**src/sv/vrt_pkg.sv**
```systemverilog
// Shared types and constants for the voxel ray traversal unit.
package vrt_pkg;

  localparam int CELL_BITS  = 24;
  localparam int FRAC_BITS  = 8;
  localparam int Y_BITS     = 8;
  localparam int LEN_BITS   = 24;
  localparam int STEP_BITS  = 16;
  localparam int REACH_BITS = 13;
  localparam int POS_BITS   = 32;
  localparam int YPOS_BITS  = 16;
  localparam int ADDR_BITS  = 3;
  localparam int REG_LSB    = 2;

  localparam logic [REACH_BITS-1:0] REACH_RESET = 13'd1280;
  localparam logic [STEP_BITS-1:0]  STEP_INF    = {STEP_BITS{1'b1}};
  localparam logic [LEN_BITS-1:0]   LEN_MAX     = {LEN_BITS{1'b1}};
  localparam logic [LEN_BITS:0]     KEY_INF     = {1'b1, {LEN_BITS{1'b0}}};
  localparam logic [Y_BITS-1:0]     Y_TOP       = {Y_BITS{1'b1}};
  localparam logic [FRAC_BITS:0]    ONE_FIX     = {1'b1, {FRAC_BITS{1'b0}}};

  // Register indexes (byte address bits above REG_LSB).
  localparam logic [ADDR_BITS-REG_LSB-1:0] REG_REACH = 1'b0;

  typedef enum logic {
    OP_START  = 1'b0,
    OP_ANSWER = 1'b1
  } vrt_op_t;

  typedef enum logic [1:0] {
    KIND_PROBE = 2'd0,
    KIND_HIT   = 2'd1,
    KIND_MISS  = 2'd2,
    KIND_IDLE  = 2'd3
  } vrt_kind_t;

  typedef struct packed {
    vrt_op_t                      opcode;
    logic                         action;
    logic signed [POS_BITS-1:0]   start_x;
    logic [YPOS_BITS-1:0]         start_y;
    logic signed [POS_BITS-1:0]   start_z;
    logic                         heads_neg_x;
    logic                         heads_neg_y;
    logic                         heads_neg_z;
    logic [STEP_BITS-1:0]         inv_dir_x;
    logic [STEP_BITS-1:0]         inv_dir_y;
    logic [STEP_BITS-1:0]         inv_dir_z;
    logic                         occupied;
  } vrt_in_t;

  typedef struct packed {
    vrt_kind_t                    kind;
    logic signed [CELL_BITS-1:0]  cell_x;
    logic [Y_BITS-1:0]            cell_y;
    logic signed [CELL_BITS-1:0]  cell_z;
  } vrt_out_t;

endpackage

```
**src/sv/voxel_ray_traversal_unit.sv**
```systemverilog
// Voxel ray traversal unit: fixed-point 3D grid walk driven by probe/answer transactions.
//
//  channel   | dir | handshake                     | payload
//  ----------+-----+-------------------------------+-----------------------------
//  item      | in  | item_valid / item_ready       | vrt_in_t (start or answer)
//  result    | out | result_valid / result_ready   | vrt_out_t (probe/hit/miss)
//  config    | in  | psel / penable / pwrite       | reach at byte address 0
//
//  Throughput is one transaction per cycle unless results stall; each item crosses both stages.
//  The first stage computes the initial axis lengths (one 9x16 multiply per axis) into
//  the input register; the second stage runs one ray step (axis pick, add, saturate,
//  tie and reach check) against the walk state and loads the result register.
//  The walk-state feedback in the second stage sets the one-cycle rate.
//  rst is synchronous: it empties both stages, stops any walk and restores reach to 1280.
//  A stalled result holds in its register; the input stage keeps accepting while the
//  result register is free or being taken.
module voxel_ray_traversal_unit import vrt_pkg::*; (
  input  logic                 clk,
  input  logic                 rst,
  input  logic                 psel,
  input  logic                 penable,
  input  logic                 pwrite,
  input  logic [ADDR_BITS-1:0] paddr,
  input  logic [31:0]          pwdata,
  output logic [31:0]          prdata,
  output logic                 pready,
  input  logic                 item_valid,
  output logic                 item_ready,
  input  vrt_in_t              item,
  output logic                 result_valid,
  input  logic                 result_ready,
  output vrt_out_t             result
);

  // Ray length to the first boundary: (f or ONE - f) * inv >> FRAC_BITS.
  function automatic logic [STEP_BITS-1:0] first_len(input logic [FRAC_BITS-1:0] frac,
                                                     input logic neg,
                                                     input logic [STEP_BITS-1:0] inv);
    logic [FRAC_BITS:0]           d;
    logic [FRAC_BITS+STEP_BITS:0] p;
    d = neg ? {1'b0, frac} : ONE_FIX - {1'b0, frac};
    p = (FRAC_BITS+STEP_BITS+1)'(d) * (FRAC_BITS+STEP_BITS+1)'(inv);
    return p[FRAC_BITS+STEP_BITS-1:FRAC_BITS];
  endfunction

  // An infinite step turns the axis into a key above every finite length.
  function automatic logic [LEN_BITS:0] key_of(input logic [STEP_BITS-1:0] step,
                                               input logic [LEN_BITS-1:0] len);
    return (step == STEP_INF) ? KEY_INF : {1'b0, len};
  endfunction

  // Walk continues only below reach, with at least one finite axis and without a tie between finite axes.
  function automatic logic may_go(input logic [LEN_BITS:0] kx,
                                  input logic [LEN_BITS:0] ky,
                                  input logic [LEN_BITS:0] kz,
                                  input logic [LEN_BITS-1:0] trav,
                                  input logic [REACH_BITS-1:0] lim);
    logic ok;
    logic fx;
    logic fy;
    logic fz;
    fx = (kx != KEY_INF);
    fy = (ky != KEY_INF);
    fz = (kz != KEY_INF);
    ok = (trav < LEN_BITS'(lim));
    if (!fx && !fy && !fz) ok = 1'b0;
    if (fx && (kx == ky)) ok = 1'b0;
    if (fx && (kx == kz)) ok = 1'b0;
    if (fy && (ky == kz)) ok = 1'b0;
    return ok;
  endfunction

  // ---------------------------------------------------------------- config
  logic [REACH_BITS-1:0] reach;
  logic                  reg_sel;

  assign pready  = 1'b1;
  assign reg_sel = (paddr[ADDR_BITS-1:REG_LSB] == REG_REACH);

  always_ff @(posedge clk) begin
    if (rst) begin
      reach <= REACH_RESET;
    end else if (psel && penable && pwrite && pready && reg_sel) begin
      reach <= pwdata[REACH_BITS-1:0];
    end
  end

  always_comb begin
    prdata = '0;
    if (reg_sel) begin
      prdata = 32'(reach);
    end
  end

  // ---------------------------------------------------------------- input stage
  logic                 s1_valid;
  logic                 s1_move;
  vrt_in_t              s1_item;
  logic [STEP_BITS-1:0] s1_len_x;
  logic [STEP_BITS-1:0] s1_len_y;
  logic [STEP_BITS-1:0] s1_len_z;

  // Advance the step stage whenever the result register is free or draining.
  assign s1_move    = s1_valid && (!result_valid || result_ready);
  assign item_ready = !s1_valid || s1_move;

  always_ff @(posedge clk) begin
    if (rst) begin
      s1_valid <= 1'b0;
    end else if (item_ready) begin
      s1_valid <= item_valid;
    end
  end

  // Precompute the start lengths so the step stage holds no multiplier.
  always_ff @(posedge clk) begin
    if (item_valid && item_ready) begin
      s1_item  <= item;
      s1_len_x <= first_len(item.start_x[FRAC_BITS-1:0], item.heads_neg_x, item.inv_dir_x);
      s1_len_y <= first_len(item.start_y[FRAC_BITS-1:0], item.heads_neg_y, item.inv_dir_y);
      s1_len_z <= first_len(item.start_z[FRAC_BITS-1:0], item.heads_neg_z, item.inv_dir_z);
    end
  end

  // ---------------------------------------------------------------- walk state
  logic                 walking;
  logic                 place_mode;
  logic [CELL_BITS-1:0] cur_x, cur_z, prev_x, prev_z;
  logic [Y_BITS-1:0]    cur_y, prev_y;
  logic [LEN_BITS-1:0]  len_x, len_y, len_z;
  logic [STEP_BITS-1:0] step_x, step_y, step_z;
  logic [2:0]           neg;
  logic [LEN_BITS-1:0]  trav;

  logic                 walking_next;
  logic                 place_mode_next;
  logic [CELL_BITS-1:0] cur_x_next, cur_z_next, prev_x_next, prev_z_next;
  logic [Y_BITS-1:0]    cur_y_next, prev_y_next;
  logic [LEN_BITS-1:0]  len_x_next, len_y_next, len_z_next;
  logic [STEP_BITS-1:0] step_x_next, step_y_next, step_z_next;
  logic [2:0]           neg_next;
  logic [LEN_BITS-1:0]  trav_next;
  vrt_out_t             res_next;

  // Base state: a start item replaces the ray, an answer works on the held one.
  logic                 is_start;
  logic [CELL_BITS-1:0] b_cx, b_cz;
  logic [Y_BITS-1:0]    b_cy;
  logic [LEN_BITS-1:0]  b_lx, b_ly, b_lz, b_trav;
  logic [STEP_BITS-1:0] b_sx, b_sy, b_sz;
  logic [2:0]           b_neg;
  logic [LEN_BITS:0]    kx, ky, kz;
  logic                 go_base;

  // One ray step from the base state.
  logic                 sel_x, sel_y;
  logic [LEN_BITS-1:0]  pick_len;
  logic [STEP_BITS-1:0] pick_step;
  logic [LEN_BITS:0]    sum;
  logic [LEN_BITS-1:0]  sat;
  logic                 adv_ok;
  logic [CELL_BITS-1:0] a_cx, a_cz;
  logic [Y_BITS-1:0]    a_cy;
  logic [LEN_BITS-1:0]  a_lx, a_ly, a_lz;
  logic                 go_adv;
  logic                 place_step;

  always_comb begin
    is_start = (s1_item.opcode == OP_START);
    if (is_start) begin
      b_cx   = s1_item.start_x[FRAC_BITS+CELL_BITS-1:FRAC_BITS];
      b_cy   = s1_item.start_y[FRAC_BITS+Y_BITS-1:FRAC_BITS];
      b_cz   = s1_item.start_z[FRAC_BITS+CELL_BITS-1:FRAC_BITS];
      b_lx   = LEN_BITS'(s1_len_x);
      b_ly   = LEN_BITS'(s1_len_y);
      b_lz   = LEN_BITS'(s1_len_z);
      b_sx   = s1_item.inv_dir_x;
      b_sy   = s1_item.inv_dir_y;
      b_sz   = s1_item.inv_dir_z;
      b_neg  = {s1_item.heads_neg_z, s1_item.heads_neg_y, s1_item.heads_neg_x};
      b_trav = '0;
    end else begin
      b_cx   = cur_x;
      b_cy   = cur_y;
      b_cz   = cur_z;
      b_lx   = len_x;
      b_ly   = len_y;
      b_lz   = len_z;
      b_sx   = step_x;
      b_sy   = step_y;
      b_sz   = step_z;
      b_neg  = neg;
      b_trav = trav;
    end

    kx      = key_of(b_sx, b_lx);
    ky      = key_of(b_sy, b_ly);
    kz      = key_of(b_sz, b_lz);
    go_base = may_go(kx, ky, kz, b_trav, reach);

    // Smallest key wins; ties fall through to the later axis.
    sel_x = (kx < ky) && (kx < kz);
    sel_y = !sel_x && (ky < kz);

    pick_len  = sel_x ? b_lx : (sel_y ? b_ly : b_lz);
    pick_step = sel_x ? b_sx : (sel_y ? b_sy : b_sz);
    sum       = {1'b0, pick_len} + (LEN_BITS+1)'(pick_step);
    sat       = sum[LEN_BITS] ? LEN_MAX : sum[LEN_BITS-1:0];

    // Height stays inside 0..255; x and z wrap.
    adv_ok = !(sel_y && (b_neg[1] ? (b_cy == '0) : (b_cy == Y_TOP)));
    a_cx   = b_cx;
    a_cy   = b_cy;
    a_cz   = b_cz;
    a_lx   = b_lx;
    a_ly   = b_ly;
    a_lz   = b_lz;
    if (sel_x) begin
      a_cx = b_neg[0] ? b_cx - CELL_BITS'(1) : b_cx + CELL_BITS'(1);
      a_lx = sat;
    end else if (sel_y) begin
      a_cy = b_neg[1] ? b_cy - Y_BITS'(1) : b_cy + Y_BITS'(1);
      a_ly = sat;
    end else begin
      a_cz = b_neg[2] ? b_cz - CELL_BITS'(1) : b_cz + CELL_BITS'(1);
      a_lz = sat;
    end
    go_adv = may_go(key_of(b_sx, a_lx), key_of(b_sy, a_ly), key_of(b_sz, a_lz),
                    pick_len, reach);

    // Place mode steps before it probes, on a start and on every empty answer.
    place_step = (is_start && s1_item.action) ||
                 (!is_start && walking && !s1_item.occupied && place_mode);

    // Hold state by default.
    walking_next    = walking;
    place_mode_next = place_mode;
    cur_x_next      = cur_x;
    cur_y_next      = cur_y;
    cur_z_next      = cur_z;
    prev_x_next     = prev_x;
    prev_y_next     = prev_y;
    prev_z_next     = prev_z;
    len_x_next      = len_x;
    len_y_next      = len_y;
    len_z_next      = len_z;
    step_x_next     = step_x;
    step_y_next     = step_y;
    step_z_next     = step_z;
    neg_next        = neg;
    trav_next       = trav;
    res_next        = '{kind: KIND_MISS, cell_x: '0, cell_y: '0, cell_z: '0};

    if (is_start) begin
      walking_next    = 1'b1;
      place_mode_next = s1_item.action;
      cur_x_next      = b_cx;
      cur_y_next      = b_cy;
      cur_z_next      = b_cz;
      len_x_next      = b_lx;
      len_y_next      = b_ly;
      len_z_next      = b_lz;
      step_x_next     = b_sx;
      step_y_next     = b_sy;
      step_z_next     = b_sz;
      neg_next        = b_neg;
      trav_next       = '0;
    end

    if (place_step) begin
      prev_x_next = b_cx;
      prev_y_next = b_cy;
      prev_z_next = b_cz;
      if (go_base && adv_ok) begin
        cur_x_next = a_cx;
        cur_y_next = a_cy;
        cur_z_next = a_cz;
        len_x_next = a_lx;
        len_y_next = a_ly;
        len_z_next = a_lz;
        trav_next  = pick_len;
        res_next   = '{kind: KIND_PROBE, cell_x: a_cx, cell_y: a_cy, cell_z: a_cz};
      end else begin
        walking_next = 1'b0;
      end
    end else if (is_start) begin
      // Break mode probes the start cell first.
      if (go_base) begin
        res_next = '{kind: KIND_PROBE, cell_x: b_cx, cell_y: b_cy, cell_z: b_cz};
      end else begin
        walking_next = 1'b0;
      end
    end else if (!walking) begin
      res_next.kind = KIND_IDLE;
    end else if (s1_item.occupied) begin
      walking_next = 1'b0;
      if (place_mode) begin
        res_next = '{kind: KIND_HIT, cell_x: prev_x, cell_y: prev_y, cell_z: prev_z};
      end else begin
        res_next = '{kind: KIND_HIT, cell_x: cur_x, cell_y: cur_y, cell_z: cur_z};
      end
    end else begin
      // Break mode steps after an empty answer, then checks the new lengths.
      if (adv_ok) begin
        cur_x_next = a_cx;
        cur_y_next = a_cy;
        cur_z_next = a_cz;
        len_x_next = a_lx;
        len_y_next = a_ly;
        len_z_next = a_lz;
        trav_next  = pick_len;
      end
      if (adv_ok && go_adv) begin
        res_next = '{kind: KIND_PROBE, cell_x: a_cx, cell_y: a_cy, cell_z: a_cz};
      end else begin
        walking_next = 1'b0;
      end
    end
  end

  always_ff @(posedge clk) begin
    if (rst) begin
      walking    <= 1'b0;
      place_mode <= 1'b0;
    end else if (s1_move) begin
      walking    <= walking_next;
      place_mode <= place_mode_next;
    end
  end

  always_ff @(posedge clk) begin
    if (s1_move) begin
      cur_x  <= cur_x_next;
      cur_y  <= cur_y_next;
      cur_z  <= cur_z_next;
      prev_x <= prev_x_next;
      prev_y <= prev_y_next;
      prev_z <= prev_z_next;
      len_x  <= len_x_next;
      len_y  <= len_y_next;
      len_z  <= len_z_next;
      step_x <= step_x_next;
      step_y <= step_y_next;
      step_z <= step_z_next;
      neg    <= neg_next;
      trav   <= trav_next;
    end
  end

  // ---------------------------------------------------------------- result register
  always_ff @(posedge clk) begin
    if (rst) begin
      result_valid <= 1'b0;
    end else if (s1_move) begin
      result_valid <= 1'b1;
    end else if (result_ready) begin
      result_valid <= 1'b0;
    end
  end

  always_ff @(posedge clk) begin
    if (s1_move) begin
      result <= res_next;
    end
  end

  // ---------------------------------------------------------------- checks
  a_end_stops_walk: assert property (@(posedge clk) disable iff (rst)
    s1_move && ((res_next.kind == KIND_HIT) || (res_next.kind == KIND_MISS)) |=> !walking)
    else $error("walk still active after hit or miss");

  a_probe_keeps_walk: assert property (@(posedge clk) disable iff (rst)
    s1_move && (res_next.kind == KIND_PROBE) |=> walking)
    else $error("probe issued without an active walk");

  a_idle_answer: assert property (@(posedge clk) disable iff (rst)
    s1_move && (s1_item.opcode == OP_ANSWER) && !walking |-> res_next.kind == KIND_IDLE)
    else $error("answer while idle not reported as idle");

  a_no_overrun: assert property (@(posedge clk) disable iff (rst)
    item_valid && item_ready && s1_valid |-> s1_move)
    else $error("input stage overwritten while occupied");

endmodule

```
**config.mk**
```make
export PLATFORM = sky130hd
export DESIGN_NAME = voxel_ray_traversal_unit
export DESIGN_NICKNAME = d
export VERILOG_FILES = /design/src/sv/vrt_pkg.sv /design/src/sv/voxel_ray_traversal_unit.sv
export SDC_FILE = /design/constraint.sdc
export NUM_CORES = 2
export LEC_CHECK = 0
export BUFFER_PORTS_ARGS = -buffer_cell sky130_fd_sc_hd__buf_2
export CAP_MARGIN = 20
export CORE_ASPECT_RATIO = 0.75
export CORE_UTILIZATION = 25
export CTS_CLUSTER_DIAMETER = 200
export DETAILED_ROUTE_END_ITERATION = 8
export PLACE_DENSITY = 0.48
export SLEW_MARGIN = 20
export SYNTH_ARGS = -nofsm -noshare
export SYNTH_HDL_FRONTEND = slang
export SYNTH_SLANG_ARGS = --single-unit
```
**constraint.sdc**
```tcl
create_clock -name clk -period 22.5 [get_ports clk]
set_clock_uncertainty 0.1 [all_clocks]
set_input_delay 1.125 -clock clk [delete_from_list [all_inputs] [get_ports clk]]
set_output_delay 1.125 -clock clk [all_outputs]
set_load 0.01 [all_outputs]
```
==> metrics list <==
* Height of the chip: 367 µm
- For this design the ratio of total power to cell area is just under 100 nW/µm².
- In this run the number of H-tree levels came out at 2.
- The internal portion of the total power is 2750 µW.
- For this run, the slowest stage of the critical path takes a little under 0.8 ns.
- Leading area contributor after synthesis: edfxtp_1
- The number of global-route vias before repair came to 35319.
* Transition at the pin with the smallest max-transition slack: 1.28 ns
* Antenna violations before repair: 16
- GRT overflow: 0
- For this run, the top clock speed supported by timing is between 60 and 70 MHz.
- Synth Register Bits: between 400 and 500
- Most repeated library cell on the critical path: buf_4
- Global-route wire length before repair: about 230 mm
* Starting density of the core: roughly a quarter
- Summed over all nets, the switching power comes to around 2200 µW.
* Library cell contributing the largest single delay on the critical path: clkinv_1
- For this run, the number of standard cells in the final layout without fillers is around 7300.
- CTS saw about 490 sinks.
- # nets final: between 5000 and 6000
- Worst endpoint data arrival time: approximately 15 ns
- Fin Setup TNS: 0 ns
* Leakage power figure: 0.0204 µW
* Portion of synthesized cell area occupied by the leading cell type: between 30% and 40%
* Avg Inst Size Synth: 9.37 µm²
* Delay-heaviest family, CP: compound AO/OA/AOI/OAI gates
- The final critical path takes up 63.7% of the cycle.
- The die is a little under 500 µm wide.
* Critical path start-end classification: register to register
- In the routed design, unresolved DRC markers number 0.
- Detailed Routing Iterations Pass 1: 6
* Fraction of layout cells with a size suffix above 1: ~11%
* Critical path data required time: 22.81 ns
- TritonCTS built the clock tree.
- Clock latency at the later pin of the worst-skew pair: between 0.7 and 0.8 ns
- VDD sags by at most between 0.07 and 0.08 mV.
* Type of destination of the critical path: register
- The detail route stage leaves a number of antenna-violating nets equal to 0.
* Sequential share of power: between 20% and 30%
* Share of the core filled with cells: roughly 29%
* Post-Syn Instances: roughly 4700
- After clock tree synthesis, the flow added hold-fix buffers numbering 0.
- PnR worst setup slack: just over 8 ns
- Row count: between 100 and 150
* Total of endpoints with negative setup slack in the final report: 0
- During placement, the flow inserted port buffers numbering about 230.
- Share of total power consumed by net switching: 44.1%
- Drt initial violations: 2919
* Ports: roughly 270
* Dominant cells by area after synthesis: edfxtp_1, fa_1, ha_1, nand2_1, inv_1
- Clock transition at the registers of the reported paths: 0.06 ns
* Cell chosen for the clock root: clkbuf_16
* Average detailed-routed wire length per instance: roughly 21 µm
- Class of the tightest hold or removal check: register to register
- Total die area: roughly 180000 µm²
* Startpoint types: register
- In this run, the combinational gates consume a little over half of the power.
* Netlist area before placement: 44300 µm²
* Synthesis warning total: 0
* Synthesis-to-layout area growth: 13.1%
* Unrepaired setup endpoints after global routing: false
* Filler cell count in the final layout: between 15000 and 20000
- Number of vias per cell: roughly 5
* Most used DFF post-synth: edfxtp_1
- Clk buf depth: 3
- Max-cap violations in this run came to 0.
* Result of the run: completed
- In this run the worst path has a maximum fanout of between 50 and 60.
- The number of buffers and inverters on the critical path is 11.
* Overall power: roughly 4900 µW
* Inserted Clock Buffers: 59
- Proportion of register bits with asynchronous set or reset after synthesis: 0%
- Time the final worst path needs with I/O delays and setup: 14.32 ns
- Overall Global Routing Usage: 16.9%
- Largest net degree at the start of global routing: around 110
* Gpl congestion: ~0.95
- Yosys mapped the design onto 98 distinct sky130hd cell types.
* Post-Place Cells: 7139
- Final Hold Violating Endpoints: 0
- For this block, the via count after detailed routing is around 36000.
* Max Transition Viols Final: 0
- The routed design has between 150 and 200 mm of wire.
* Number of buffers inserted by post-CTS setup repair: 0
* Post-CTS sizing: 0
* Std-Cell Core Area: ~180000 µm²
- Clock power share: 20.1%
* Setup slack at placement: 8.42 ns
* Worst slew margin: between 10 and 15%
* Estimated wirelength of the detail-placed design: between 100 and 150 mm
* Number of enable-type register cells in the synthesized netlist: approximately 480
* Sequential area share after synthesis: approximately 33%
## flip-flops by register name, indices dropped and copies added (netlist names), 13 cells and up
register / cells
cur_z: 24
len_z: 24
result: 58
step_z: 16
step_x: 16
s1_len_x: 16
trav: 24
step_y: 16
cur_x: 24
s1_len_z: 16
len_y: 24
s1_item: 110
reach: 13
s1_len_y: 16
prev_z: 24
len_x: 24
prev_x: 24
## worst min-delay path: cells and delay by family, from the launching register on
kind,cells,cell delay [ns]
compound gates,1,0.05
flops,1,0.31
simple gates,1,0.05
## power by group through the flow
stage          sequential [µW]  clock [µW]  combinational (µW)
6_report                  1260         987                2680
3_3_place_gp              1280           0                2630
3_5_place_dp              1280           0                2650
4_1_cts                   1260        1010                2670
2_1_floorplan             1240           0                1840
5_1_grt                   1260        1040                3000
## kinds of logic after synthesis
logic type,share of synthesized area [%]
flops,32.9
other cells,0.0169
simple gates,15.8
buf+inv,6.92
compound gates,13.7
mux,5.89
xor+xnor,3.46
fa+ha+maj,21.3
## metrics by stage
step	hold WS [ns]	instance area (µm²)
2_1_floorplan	0.336	44400
6_report	0.355	50100
4_1_cts	0.355	50100
3_5_place_dp	0.347	48100
5_1_grt	0.373	50100
3_3_place_gp	0.342	48100
## final cells by class
type / count / area [µm²] / area share, %
inverter: 496 / 1870 / 3.73
clock buffer: 69 / 1510 / 3.02
multi-input combinational: 3483 / 26900 / 53.7
sequential: 492 / 14600 / 29.1
tap: 2362 / 2960 / 5.90
timing repair buffer: 308 / 1780 / 3.56
antenna: 6 / 15.0 / 0.0300
clock inverter: 41 / 458 / 0.914
## metal layers
metal / global-route usage [%] / part of all wire, %
met1: 25.5 / 49
met4: 3.45 / 2.0
met5: 0 / 0.030
met2: 25.1 / 42
met3: 2.64 / 6.8
## worst paths after layout
| path | depth (start not counted) | slack, ns | from | to |
|---|---|---|---|---|
| setup / recovery | 41 | 8.18 | s1_item[133] | result[15] |
| hold reg to reg | 2 | 0.35 | reach[5] | reach[5] |
| hold / removal | 2 | 0.35 | reach[5] | reach[5] |
| setup reg to reg | 41 | 8.18 | s1_item[133] | result[15] |
## cells in the mapped netlist, drive strengths merged, types with 10 or more instances
library cell and count:
nand2 543, inv 493, edfxtp 475, nor2 391
a21oi 341, fa 295, ha 277, o21ai 194
mux2i 183, clkbuf 154, nor2b 146, buf 122
xnor2 111, nor3 96, nand3 69, mux2 67
xor2 64, o32ai 58, a31oi 55, and2 47
a21o 45, nand2b 45, o21a 43, nand4 39
and3 28, or3 23, o22ai 22, o31ai 22
or2 22, a211oi 20, nor4 19, o211ai 18
dfxtp 17, o311ai 14, o21bai 11, a211o 10
## cells in the final DEF (no fill, tap or decap), drive strengths merged, types with 58 or more instances in the layout
cell | synthesis | final
edfxtp | 475 | 475
ha | 277 | 277
mux2 | 67 | 67
nand3 | 69 | 69
nor3 | 96 | 96
xnor2 | 111 | 111
fa | 295 | 295
o32ai | 58 | 58
xor2 | 64 | 64
buf | 122 | 307
inv | 493 | 496
nor2b | 146 | 146
o21ai | 194 | 194
a21oi | 341 | 341
clkbuf | 154 | 70
mux2i | 183 | 183
nand2 | 543 | 543
nor2 | 391 | 391
Power figures use the tool's default switching activity.
